File: src/design/u8wd_pkg.sv
package u8wd_pkg;

  // Lead byte bounds
  localparam logic [7:0] LeadAsciiEnd  = 8'h80;
  localparam logic [7:0] Lead2Min      = 8'hC2;
  localparam logic [7:0] Lead2Max      = 8'hDF;
  localparam logic [7:0] Lead3Min      = 8'hE0;
  localparam logic [7:0] Lead3Max      = 8'hEF;
  localparam logic [7:0] Lead4Min      = 8'hF0;
  localparam logic [7:0] Lead4Max      = 8'hF4;

  // Lead bytes with a narrowed second-byte range
  localparam logic [7:0] LeadE0        = 8'hE0;
  localparam logic [7:0] LeadEd        = 8'hED;
  localparam logic [7:0] LeadF0        = 8'hF0;
  localparam logic [7:0] LeadF4        = 8'hF4;

  // Continuation byte bounds
  localparam logic [7:0] ContMin       = 8'h80;
  localparam logic [7:0] ContMax       = 8'hBF;
  localparam logic [7:0] E0SecondMin   = 8'hA0;
  localparam logic [7:0] EdSecondMax   = 8'h9F;
  localparam logic [7:0] F0SecondMin   = 8'h90;
  localparam logic [7:0] F4SecondMax   = 8'h8F;

  localparam int unsigned CpWidth  = 21;
  localparam int unsigned LenWidth = 3;

  localparam logic [LenWidth-1:0] LenOne   = 3'd1;
  localparam logic [LenWidth-1:0] LenTwo   = 3'd2;
  localparam logic [LenWidth-1:0] LenThree = 3'd3;
  localparam logic [LenWidth-1:0] LenFour  = 3'd4;

  typedef struct packed {
    logic [7:0]          byte_first;
    logic [7:0]          byte_second;
    logic [7:0]          byte_third;
    logic [7:0]          byte_fourth;
    logic [LenWidth-1:0] bytes_available;
  } win_t;

  typedef struct packed {
    logic [CpWidth-1:0]  code_point;
    logic [LenWidth-1:0] length_used;
    logic                invalid;
  } res_t;

endpackage

File: src/design/u8wd_decode.sv
module u8wd_decode (
  input  u8wd_pkg::win_t win_i,
  output u8wd_pkg::res_t res_o
);

  logic [7:0]                    b0, b1, b2, b3;
  logic [u8wd_pkg::LenWidth-1:0] need;
  logic                          lead_ok;
  logic [7:0]                    lo2, hi2;
  logic                          second_ok, third_ok, fourth_ok;
  logic                          seq_ok;
  logic [u8wd_pkg::CpWidth-1:0]  cp;

  assign b0 = win_i.byte_first;
  assign b1 = win_i.byte_second;
  assign b2 = win_i.byte_third;
  assign b3 = win_i.byte_fourth;

  always_comb begin
    lead_ok = 1'b1;
    need    = u8wd_pkg::LenOne;
    lo2     = u8wd_pkg::ContMin;
    hi2     = u8wd_pkg::ContMax;
    if (b0 < u8wd_pkg::LeadAsciiEnd) begin
      need = u8wd_pkg::LenOne;
    end else if (b0 >= u8wd_pkg::Lead2Min && b0 <= u8wd_pkg::Lead2Max) begin
      need = u8wd_pkg::LenTwo;
    end else if (b0 >= u8wd_pkg::Lead3Min && b0 <= u8wd_pkg::Lead3Max) begin
      need = u8wd_pkg::LenThree;
      // reject overlong forms and surrogates
      if (b0 == u8wd_pkg::LeadE0) lo2 = u8wd_pkg::E0SecondMin;
      if (b0 == u8wd_pkg::LeadEd) hi2 = u8wd_pkg::EdSecondMax;
    end else if (b0 >= u8wd_pkg::Lead4Min && b0 <= u8wd_pkg::Lead4Max) begin
      need = u8wd_pkg::LenFour;
      // reject overlong forms and values above 10FFFF
      if (b0 == u8wd_pkg::LeadF0) lo2 = u8wd_pkg::F0SecondMin;
      if (b0 == u8wd_pkg::LeadF4) hi2 = u8wd_pkg::F4SecondMax;
    end else begin
      lead_ok = 1'b0;
    end
  end

  assign second_ok = (b1 >= lo2) && (b1 <= hi2);
  assign third_ok  = (b2 >= u8wd_pkg::ContMin) && (b2 <= u8wd_pkg::ContMax);
  assign fourth_ok = (b3 >= u8wd_pkg::ContMin) && (b3 <= u8wd_pkg::ContMax);

  // a count above four never limits a four-byte sequence, so no clamp is needed
  always_comb begin
    seq_ok = lead_ok && (need <= win_i.bytes_available);
    cp     = '0;
    unique case (need)
      u8wd_pkg::LenOne: begin
        cp = {14'd0, b0[6:0]};
      end
      u8wd_pkg::LenTwo: begin
        seq_ok = seq_ok && second_ok;
        cp     = {10'd0, b0[4:0], b1[5:0]};
      end
      u8wd_pkg::LenThree: begin
        seq_ok = seq_ok && second_ok && third_ok;
        cp     = {5'd0, b0[3:0], b1[5:0], b2[5:0]};
      end
      u8wd_pkg::LenFour: begin
        seq_ok = seq_ok && second_ok && third_ok && fourth_ok;
        cp     = {b0[2:0], b1[5:0], b2[5:0], b3[5:0]};
      end
      default: begin
        seq_ok = 1'b0;
      end
    endcase
  end

  assign res_o.code_point  = seq_ok ? cp : '0;
  assign res_o.length_used = seq_ok ? need : u8wd_pkg::LenOne;
  assign res_o.invalid     = ~seq_ok;

endmodule

File: src/design/utf8_window_decoder_core.sv
// Channel   Handshake             Payload
// command   start_i / busy_o      byte_first_i..byte_fourth_i, bytes_available_i
// result    result_valid_o        code_point_o, length_used_o, invalid_o
//
// One window is taken every cycle; busy_o never rises.
// Each result passes first through the window register, then through the decode
// logic into the result register.
// Reset clears the valid flags of both stages; payload registers are not reset.
// The receiver cannot stall, so nothing is held back.
module utf8_window_decoder_core (
  input  logic        clk_i,
  input  logic        rst_ni,
  input  logic        start_i,
  output logic        busy_o,
  input  logic [7:0]  byte_first_i,
  input  logic [7:0]  byte_second_i,
  input  logic [7:0]  byte_third_i,
  input  logic [7:0]  byte_fourth_i,
  input  logic [2:0]  bytes_available_i,
  output logic        result_valid_o,
  output logic [20:0] code_point_o,
  output logic [2:0]  length_used_o,
  output logic        invalid_o
);

  u8wd_pkg::win_t win_d, win_q;
  u8wd_pkg::res_t res_d, res_q;
  logic           win_valid_q;
  logic           res_valid_q;
  logic           accept;

  assign busy_o = 1'b0;
  assign accept = start_i & ~busy_o;

  assign win_d.byte_first      = byte_first_i;
  assign win_d.byte_second     = byte_second_i;
  assign win_d.byte_third      = byte_third_i;
  assign win_d.byte_fourth     = byte_fourth_i;
  assign win_d.bytes_available = bytes_available_i;

  always_ff @(posedge clk_i or negedge rst_ni) begin
    if (!rst_ni) begin
      win_valid_q <= 1'b0;
      res_valid_q <= 1'b0;
    end else begin
      win_valid_q <= accept;
      res_valid_q <= win_valid_q;
    end
  end

  always_ff @(posedge clk_i) begin
    if (accept) begin
      win_q <= win_d;
    end
    if (win_valid_q) begin
      res_q <= res_d;
    end
  end

  u8wd_decode u_decode (
    .win_i (win_q),
    .res_o (res_d)
  );

  assign result_valid_o = res_valid_q;
  assign code_point_o   = res_q.code_point;
  assign length_used_o  = res_q.length_used;
  assign invalid_o      = res_q.invalid;

endmodule
File: config.mk
export PLATFORM = sky130hd
export DESIGN_NAME = utf8_window_decoder_core
export DESIGN_NICKNAME = d
export VERILOG_FILES = /design/src/design/u8wd_pkg.sv /design/src/design/u8wd_decode.sv /design/src/design/utf8_window_decoder_core.sv
export SDC_FILE = /design/constraint.sdc
export NUM_CORES = 1
export LEC_CHECK = 0
export ABC_AREA = 1
export BUFFER_PORTS_ARGS = -buffer_cell sky130_fd_sc_hd__buf_2
export CORE_ASPECT_RATIO = 1.1
export CORE_MARGIN = 3
export CORE_UTILIZATION = 35
export DETAILED_ROUTE_END_ITERATION = 10
export GPL_TIMING_DRIVEN = 0
export PLACE_DENSITY = 0.54
export REMOVE_ABC_BUFFERS = 1
export SLEW_MARGIN = 20
export SYNTH_ARGS = -nofsm -noshare
export SYNTH_HDL_FRONTEND = slang
export SYNTH_SLANG_ARGS = --single-unit
File: constraint.sdc
create_clock -name clk_i -period 3.1 [get_ports clk_i]
set_input_delay 0.62 -clock clk_i [delete_from_list [all_inputs] [get_ports clk_i]]
set_output_delay 0.62 -clock clk_i [all_outputs]
set_load 0.005 [all_outputs]
Word level (Yosys, flattened, before mapping)
Cells that the tools add are included.
{ "totals": {"elab_cells": 65, "out_inout_bits": 27, "ff_bits": 62, "input_bits": 38} }
{ "classes": {"n_eq_ne": 8, "n_mux": 22, "magnitude_cmp": 14, "bitwise_logic": 1, "n_reduce_logical": 10} }
{ "ops": {"columns": ["op", "count"], "rows": [
  ["21-bit case mux with 4 select lines", 1],
  ["8-bit 2-to-1 mux", 8],
  ["8-bit greater-or-equal comparator (second input constant)", 5],
  ["8-bit <= comparator (second input constant)", 5],
  ["8-bit equality test (second input constant)", 4],
  ["6-bit 2-to-1 mux", 3],
  ["3-bit 2-to-1 mux", 4],
  ["1-bit logical AND", 10],
  ["8-bit greater-or-equal comparator", 1],
  ["8-bit <= comparator", 1],
  ["8-bit < comparator (second input constant)", 1],
  ["3-bit by 2-bit equality test with 1-bit output (second input constant)", 2],
  ["5-bit 2-to-1 mux", 1],
  ["1-bit 2-to-1 mux", 4],
  ["1-bit case mux with 4 select lines", 1],
  ["3-bit by 1-bit equality test with 1-bit output (second input constant)", 1],
  ["3-bit equality test (second input constant)", 1],
  ["3-bit <= comparator", 1],
  ["1-bit inverter", 1]
]} }

Depth between registers and ports, before layout
Gate-level depths: netlist of the first run.
{ "logic_depth": {"ltp_word": 13, "depth_mapped": 15, "depth_no_buf": 13} }

Modules after synthesis
From an unflattened synthesis of the first run, not the netlist that was laid out.
{ "unflattened": {"cells_unflattened": 257, "hier_area_um2": 2806.4} }
{ "modules_own_cells": {"columns": ["mod", "cells_per_inst", "n_inst", "seq_area_each_um2", "area_per_inst_um2"], "rows": [
  ["utf8_window_decoder_core", 64, 1, 1851.8, 1863.0],
  ["u8wd_decode", 193, 1, 0.0, 943.4]
]} }

Worst setup path before layout of the first run
OpenSTA, ideal clock, no wires.
{ "synth_timing": {"path_type": "register to register", "startpoint": "register win_q[34] in the netlist's numbering", "endpoint": "register res_q (netlist bit invalid_o) (data pin)", "n_path_buf": 2, "path_stages_with_launch": 13, "setup_time_ps": 263, "synth_period_minus_slack_ps": 2303, "t_required_ps": 2837, "slack_ps": 797, "t_arrival_ps": 2039, "path_cell_list": "edfxtp_1 nand2_4 nor2_8 o211ai_4 inv_4 buf_2 ha_1 a21oi_1 o21ai_0 nand2_1 a21boi_2 nand2_4 buf_12"} }
{ "synth_rtl": {"columns": ["item", "line", "text"], "rows": [
  ["from (decl)", "utf8_window_decoder_core.sv:26", "u8wd_pkg::win_t win_d, win_q;"],
  ["from (signal assigned)", "utf8_window_decoder_core.sv:53", "win_q <= win_d;"],
  ["to (signal assigned)", "utf8_window_decoder_core.sv:56", "res_q <= res_d;"],
  ["to (decl)", "utf8_window_decoder_core.sv:27", "u8wd_pkg::res_t res_d, res_q;"]
]} }

Final worst setup path of the first run
{ "layout_timing": {"startpoint": "register win_q[28] in the netlist's numbering", "endpoint": "register res_q (netlist bit code_point_o[1]) (data pin)"} }
{ "layout_between": {"elab_chain_cells": 12, "elab_cells_between_ends": 48, "cone_classes": "order compare (10); eq/ne (8); mux (22); reduce/logical (8)"} }
{ "layout_lines": {"columns": ["item", "line", "text"], "rows": [
  ["8-bit greater-or-equal comparator, or another cell as far along", "u8wd_decode.sv:33", "end else if (b0 >= u8wd_pkg::Lead4Min && b0 <= u8wd_pkg::Lead4Max) begin"],
  ["1-bit logical AND, or another cell as far along", "u8wd_decode.sv:33", null],
  ["8-bit 2-to-1 mux / 3-bit 2-to-1 mux (equally long branches)", "u8wd_decode.sv:33", null],
  ["8-bit 2-to-1 mux / 3-bit 2-to-1 mux (equally long branches)", "u8wd_decode.sv:28", "end else if (b0 >= u8wd_pkg::Lead3Min && b0 <= u8wd_pkg::Lead3Max) begin"],
  ["8-bit 2-to-1 mux / 3-bit 2-to-1 mux (equally long branches)", "u8wd_decode.sv:26", "end else if (b0 >= u8wd_pkg::Lead2Min && b0 <= u8wd_pkg::Lead2Max) begin"],
  ["8-bit 2-to-1 mux / 3-bit 2-to-1 mux (equally long branches)", "u8wd_decode.sv:24", "if (b0 < u8wd_pkg::LeadAsciiEnd) begin"],
  ["8-bit greater-or-equal comparator, or another cell as far along", "u8wd_decode.sv:43", "assign second_ok = (b1 >= lo2) && (b1 <= hi2);"],
  ["1-bit logical AND (on tied branches)", "u8wd_decode.sv:43, u8wd_decode.sv:49", null],
  ["1-bit logical AND", "u8wd_decode.sv:56, u8wd_decode.sv:60, u8wd_decode.sv:64", null],
  ["1-bit logical AND", "u8wd_decode.sv:60, u8wd_decode.sv:64", null],
  ["1-bit logical AND", "u8wd_decode.sv:64", "seq_ok = seq_ok && second_ok && third_ok && fourth_ok;"],
  ["1-bit case mux with 4 select lines", "u8wd_decode.sv:51", "unique case (need)"]
]} }
Several ways; a longest one is shown, not always the timed one.
A chain may end at the register's enable or synchronous reset.

==> impl_metrics.py, run 1 <==
metrics = {
    "yosys": {
        "synthMuxAreaShare": 0,
        "synth_area_leaders": "edfxtp_1 61%, nor2_4 8.0%, nand2_1 3.6%",
        "synthCells": 234,
        "yosys.area_share.adder": 0.0297,
        "synth.yosys.seq_area_share": 0.628,
        "syn_area_um2": 2950,
        "synth.avg_cell_area_um2": 12.6,
        "synth_top_area_cell": "edfxtp_1",
        "synthSimpleGateAreaFrac": 0.206,
        "synth_seq_cells": 62,
        "synth_top_family_by_area": "simple AND/OR/NAND/NOR gates",
        "synth_top_area_share": 0.611,
        "yosysWarnings": 0,
        "synth_xor_area_frac": 0,
        "synth_compound_area_frac": 0.0747,
        "synth_cell_type_count": 29,
    },
    "sta": {
        "post-route-period-util": 0.900,
        "drv_slew": 0,
        "clock_skew_ns": 0.0123,
        "tns_ns": 0,
        "min_period_ns": 2.79,
        "finalSetupViolCount": 0,
        "worst_slew_margin_rel": 0.355,
        "hold_viol_final": 0,
        "worstMarginPinSlew_ns": 0.967,
        "grt_setup_unrepaired": "no",
        "fmax_mhz": 359,
    },
    "die": {
        "row_count": 34,
        "io_pins": 65,
        "die_x_um": 93.5,
        "core_area_um2": 8040,
        "dieArea_um2": 9560,
        "start_util": 0.367,
        "die_y_um": 102,
    },
    "clock_network": {
        "cts_max_path_buffers": 2,
        "root_buffer": "clkbuf_8",
        "clk_latency_ns": 0.34,
        "path_clk_slew_ns": 0.06,
        "cts-buffers-inserted": 9,
        "htreeDepth": 3,
        "cts.sinks": 62,
        "ctsHoldBuffers": 0,
        "cts_tree": "built",
    },
    "cells_and_area": {
        "finalNetCount": 350,
        "drive_gt1_frac": 0.394,
        "diodes": 0,
        "final_cells": 418,
        "syn_to_final_growth_pct": 20.0,
    },
    "run": {
        "maxCapViolCount": 0,
    },
    "routing": {
        "post_drt_wl_per_cell_um": 13.2,
        "vias_per_cell": 4.33,
        "first_pass_iters": 4,
        "vias": 1808,
        "drt-total-wl_mm": 5.53,
        "final_antenna_net_count": 0,
        "drc_errors": 0,
        "first_iter_violations": 78,
    },
    "setup_path": {
        "worstSetupEndpointType": "register",
        "r2r_cells": 10,
        "crit_path_max_fanout": 23,
        "cp_data_arrival_time_ns": 2.97,
        "reg2reg_slack_ns": 0.31,
        "cp-start-kind": "register",
        "timing.rr.end": "code_point_o[1]",
        "r2r-start": "win_q[28]",
        "cp_data_required_time_ns": 3.28,
        "worstSetupPathType": "reg2reg",
    },
    "grt": {
        "grt_use_met2": 0.178,
        "grt_usage": 0.121,
        "grt-ovfl-total": 0,
        "grt_util_met1": 0.161,
        "top_usage_layer": "met2",
        "antenna_found_initial": 0,
        "grt_pass1_wl_mm": 8.56,
        "grt_pass1_vias": 1692,
        "grt_max_degree": 37,
        "grt_use_met3": 0.0457,
    },
    "pwr": {
        "report.power.total_mw": 1.89,
        "pwr_density_cell_nw_per_um2": 535,
        "p_seq_frac": 0.547,
        "p_clk_frac": 0.329,
        "p_int_mw": 1.41,
        "p_sw_uw": 486,
        "peakVddDrop_uv": 287,
        "power.leakage_nw": 1.43,
        "p_sw_frac": 0.256,
        "combPwrFrac": 0.124,
    },
    "place": {
        "dp_cells": 399,
        "dp_hpwl_mm": 4.04,
        "gp_congestion": 0.850,
        "io_buffers": 63,
    },
    "worst_hold_path": {
        "min_path_type": "in2async",
    },
    "outcome": {
        "status": "finished clean",
    },
}
[per-layer routing]
metal | part of all wire | up-vias
li1 | - | 953
met1 | 0.48 | 791
met2 | 0.44 | 56
met3 | 0.062 | 8
met4 | 0.015 | 0
met5 | 0 | -
[worst max-delay path: stages (launching register included)]
cell	delay, ns
edfxtp_1	0.49
nor2_2	0.13
o211ai_4	0.40
inv_4	0.18
ha_1	0.36
a21oi_1	0.15
o21ai_0	0.11
nand2_1	0.08
a21boi_2	0.28
nand2_8	0.26
nor2_1	0.18
[power by group through the flow]
stage / Combinational, mW / Sequential [mW] / Clock (mW)
floorplan: 0.141 / 1.05 / 0
global placement: 0.228 / 1.05 / 0
detailed placement: 0.231 / 1.06 / 0
CTS: 0.232 / 1.04 / 0.644
global route: 0.263 / 1.04 / 0.681
finish: 0.235 / 1.04 / 0.623
[through the flow]
| step | cell area (um^2) | worst slack [ns] | utilization | hold WS, ns |
|---|---|---|---|---|
| CTS | 3510 | 0.111 | 0.436 | 0.0365 |
| global route | 3540 | 0.0755 | 0.440 | 0.0314 |
| global placement | 3330 | 0.122 | 0.414 | 0.404 |
| detailed placement | 3330 | 0.123 | 0.414 | 0.408 |
| floorplan | 2880 | 0.589 | - | 0.324 |
| finish | 3540 | 0.311 | 0.440 | 0.0557 |
[registers in the layout, indices dropped and copies added, names as in the netlist]
register	flops
length_used_o	3
invalid_o	1
win_q	35
code_point_o	21
result_valid_o	1
win_valid_q	1
[how the worst max path moves through the flow]
stage	end	startpoint
after floorplan	invalid_o	win_q[31]
after global placement	invalid_o	win_q[31]
after detailed placement	invalid_o	win_q[31]
after CTS	invalid_o	win_q[31]
after global routing	code_point_o[0]	win_q[31]
final	code_point_o[1]	win_q[28]
[cell type report]
class	instances	area (um^2)
Tap cell	108	135
Timing Repair Buffer	66	338
Clock buffer	12	155
Multi-Input combinational cell	138	928
Inverter	28	108
Sequential cell	62	1850
Fill cell	738	4500
Clock inverter	4	22.5
[cell usage after synthesis]
cell type and number:
and3_2 1, nor2_2 1, inv_1 24, buf_2 2, nand3_2 1, a21oi_2 1, nand2_2 5, a21boi_2 1
a21oi_1 7, nand3_1 7, conb_1 1, o211ai_4 1, nor2_8 1, buf_4 1, o21ai_0 10, buf_6 1
nand4_1 4, nor2_1 23, buf_12 2, nand2_4 4, nor2_4 21, inv_2 3, nand2_1 28, a22oi_1 5
inv_4 1, edfxtp_1 60, ha_1 7, o22ai_1 9, dfrtp_1 2
[timing repair]
item,CTS,global route
setup buffers,0,3
setup endpoints to repair,0,23
resized for setup,0,1
[logic make-up (layout without fill, tap and decap cells)]
kind of cell / after synthesis / count (layout)
compound gates: 34 / 34
fa+ha+maj: 7 / 7
buf+inv: 34 / 110
flops: 62 / 62
other cells: 1 / 1
simple gates: 96 / 96
[placed cells by master, fill, tap and decap left out]
cell,n
a21boi_2,1
a21oi_1,7
a21oi_2,1
a22oi_1,5
and3_2,1
buf_2,63
buf_4,3
clkbuf_1,1
clkbuf_8,11
clkinv_2,3
clkinvlp_4,1
conb_1,1
dfrtp_1,2
edfxtp_1,60
ha_1,7
inv_1,24
inv_2,3
inv_4,1
nand2_1,28
nand2_2,5
nand2_4,3
nand2_8,1
nand3_1,7
nand3_2,1
nand4_1,4
nor2_1,23
nor2_2,1
nor2_4,21
nor2_8,1
o211ai_4,1
o21ai_0,10
o22ai_1,9
Power figures use the tool's default switching activity.
==> inputs of run 2 (changes only) <==
PLACE_DENSITY = 0.56   (was 0.54)
clock period = 2.3 ns   (was 3.1 ns; I/O delays follow)
==> impl_metrics.py, run 2 (synthesized netlist as in run 1, its figures left out) <==
metrics = {
    "cells_and_area": {
        "fin_util": 0.488,
        "regArea_um2": 1850,
        "final_cells": 445,
        "layout_commonest_cell": "buf_2",
        "multi_input_area_um2": 1080,
        "final_cell_mix": "63 x buf_2, 60 x edfxtp_1, 27 x nor2_4",
        "largest_register": "win_q",
        "largest_reg_flops": 35,
        "finalNetCount": 377,
        "diodes": 0,
        "syn_to_final_growth_pct": 33.1,
        "postLayoutCellArea_um2": 3920,
        "fill_cells": 756,
        "drive_gt1_frac": 0.475,
    },
    "die": {
        "core_area_um2": 8040,
        "die_x_um": 93.5,
        "row_count": 34,
        "start_util": 0.367,
        "die_y_um": 102,
        "io_pins": 65,
        "dieArea_um2": 9560,
    },
    "setup_path": {
        "worstSetupPathType": "reg2reg",
        "cp_data_required_time_ns": 2.35,
        "reg2reg_slack_ns": -0.08,
        "cp-start-kind": "register",
        "r2r_cells": 10,
        "timing.rr.end": "invalid_o",
        "cp_data_arrival_time_ns": 2.43,
        "critical_path.startpoint": "win_q[29]",
        "worstSetupEndpointType": "register",
        "crit_path_max_fanout": 5,
        "r2r-start": "win_q[29]",
    },
    "worst_hold_path": {
        "whs_endpoint": "win_q[17]",
        "min_path_type": "in2reg",
        "worstHoldStart": "byte_third_i[6]",
        "worstHoldPathCells": 1,
    },
    "routing": {
        "post_drt_wl_per_cell_um": 14.5,
        "drc_errors": 0,
        "first_iter_violations": 139,
        "drt-total-wl_mm": 6.46,
        "vias": 1995,
        "vias_per_cell": 4.48,
        "first_pass_iters": 4,
        "final_antenna_net_count": 0,
    },
    "outcome": {
        "violations": "setup timing",
        "status": "finished, violations left",
    },
    "clock_network": {
        "cts_tree": "built",
        "htreeDepth": 3,
        "cts.sinks": 62,
        "clk_latency_ns": 0.33,
        "cts_max_path_buffers": 2,
        "path_clk_slew_ns": 0.07,
        "cts-buffers-inserted": 9,
        "root_buffer": "clkbuf_8",
    },
    "grt": {
        "grt-ovfl-total": 0,
        "grt_pass1_vias": 1995,
        "grt_use_met3": 0.0449,
        "grt_pass1_wl_mm": 10.2,
        "grt_util_met1": 0.177,
        "antenna_found_initial": 0,
        "grt_use_met2": 0.230,
        "grt_max_degree": 37,
        "top_usage_layer": "met2",
        "grt_usage": 0.145,
    },
    "sta": {
        "post-route-period-util": 1.03,
        "drv_slew": 0,
        "clock_skew_ns": 0.00682,
        "timing.final.ws_setup_ns": -0.0779,
        "min_period_ns": 2.38,
        "worst_slew_margin_rel": 0.337,
        "hold_viol_final": 0,
        "finalSetupViolCount": 23,
        "fmax_mhz": 421,
        "fin_hold_ws_ns": 0.296,
        "worstMarginPinSlew_ns": 0.994,
        "tns_ns": -1.10,
        "grt_setup_unrepaired": "yes",
    },
    "place": {
        "io_buffers": 63,
        "gp_congestion": 0.890,
        "dp_cells": 399,
        "dp_slack_ns": -0.679,
        "dp_hpwl_mm": 4.18,
        "placed_cell_area_um2": 3330,
    },
    "pwr": {
        "power.leakage_nw": 1.59,
        "peakVddDrop_uv": 331,
        "report.power.total_mw": 2.70,
        "pwr_density_cell_nw_per_um2": 689,
    },
    "run": {
        "maxCapViolCount": 0,
    },
}
-- run 2: changes by cell type in the layout (fill, tap and decap cells not counted), sizes merged --
| cell | previous run | this run |
|---|---|---|
| buf | 66 | 89 |
| clkbuf | 12 | 15 |
| clkinv | 3 | 1 |
| clkinvlp | 1 | 0 |
| dlygate4sd3 | 0 | 1 |
| nand2 | 37 | 40 |
-- run 2: final cells by class --
class / instances / share of cell area
clock buffers: 15 / 0.0424
clock inverters: 1 / 0.00128
inverters: 28 / 0.0281
multi-input cells: 141 / 0.276
flip-flops and latches: 62 / 0.472
well taps: 108 / 0.0344
repair buffers: 90 / 0.146
-- run 2: worst max-delay path by stage --
stage	end	slack [ns]	depth (start not counted)
final	invalid_o	-0.08	10
after floorplan	invalid_o	-0.21	12
after CTS	invalid_o	-0.03	13
after global placement	invalid_o	-0.68	12
after global routing	code_point_o[12]	-0.18	15
after detailed placement	invalid_o	-0.68	12
-- run 2: worst max-delay path, stage by stage, from the launching register on --
cell,delay [ns]
edfxtp_1,0.49
inv_2,0.10
o211ai_4,0.26
buf_4,0.20
nand2_1,0.09
ha_1,0.29
nand3_1,0.08
nand2_1,0.10
a21boi_4,0.22
buf_12,0.18
nand2_8,0.09
-- run 2: power by group --
group | internal (mW) | leakage [nW] | switching [mW]
registers | 1.34 | 0.605 | 0.0558
clock network | 0.450 | 0.0877 | 0.379
logic | 0.202 | 0.902 | 0.275
-- run 2: routing by layer --
metal	wire length, um	up-vias
met5	0	-
met3	327	12
met1	2730	907
li1	-	1009
met2	3220	67
met4	177	0
-- run 2: what timing repair did --
item                       4_1_cts  5_1_grt
setup endpoints to repair       25       25
resized for setup               16       22
cloned                           3        0
pin swaps                       11       11
buffers inserted                22        6
hold buffers                     1        0
hold endpoints to repair         2        0
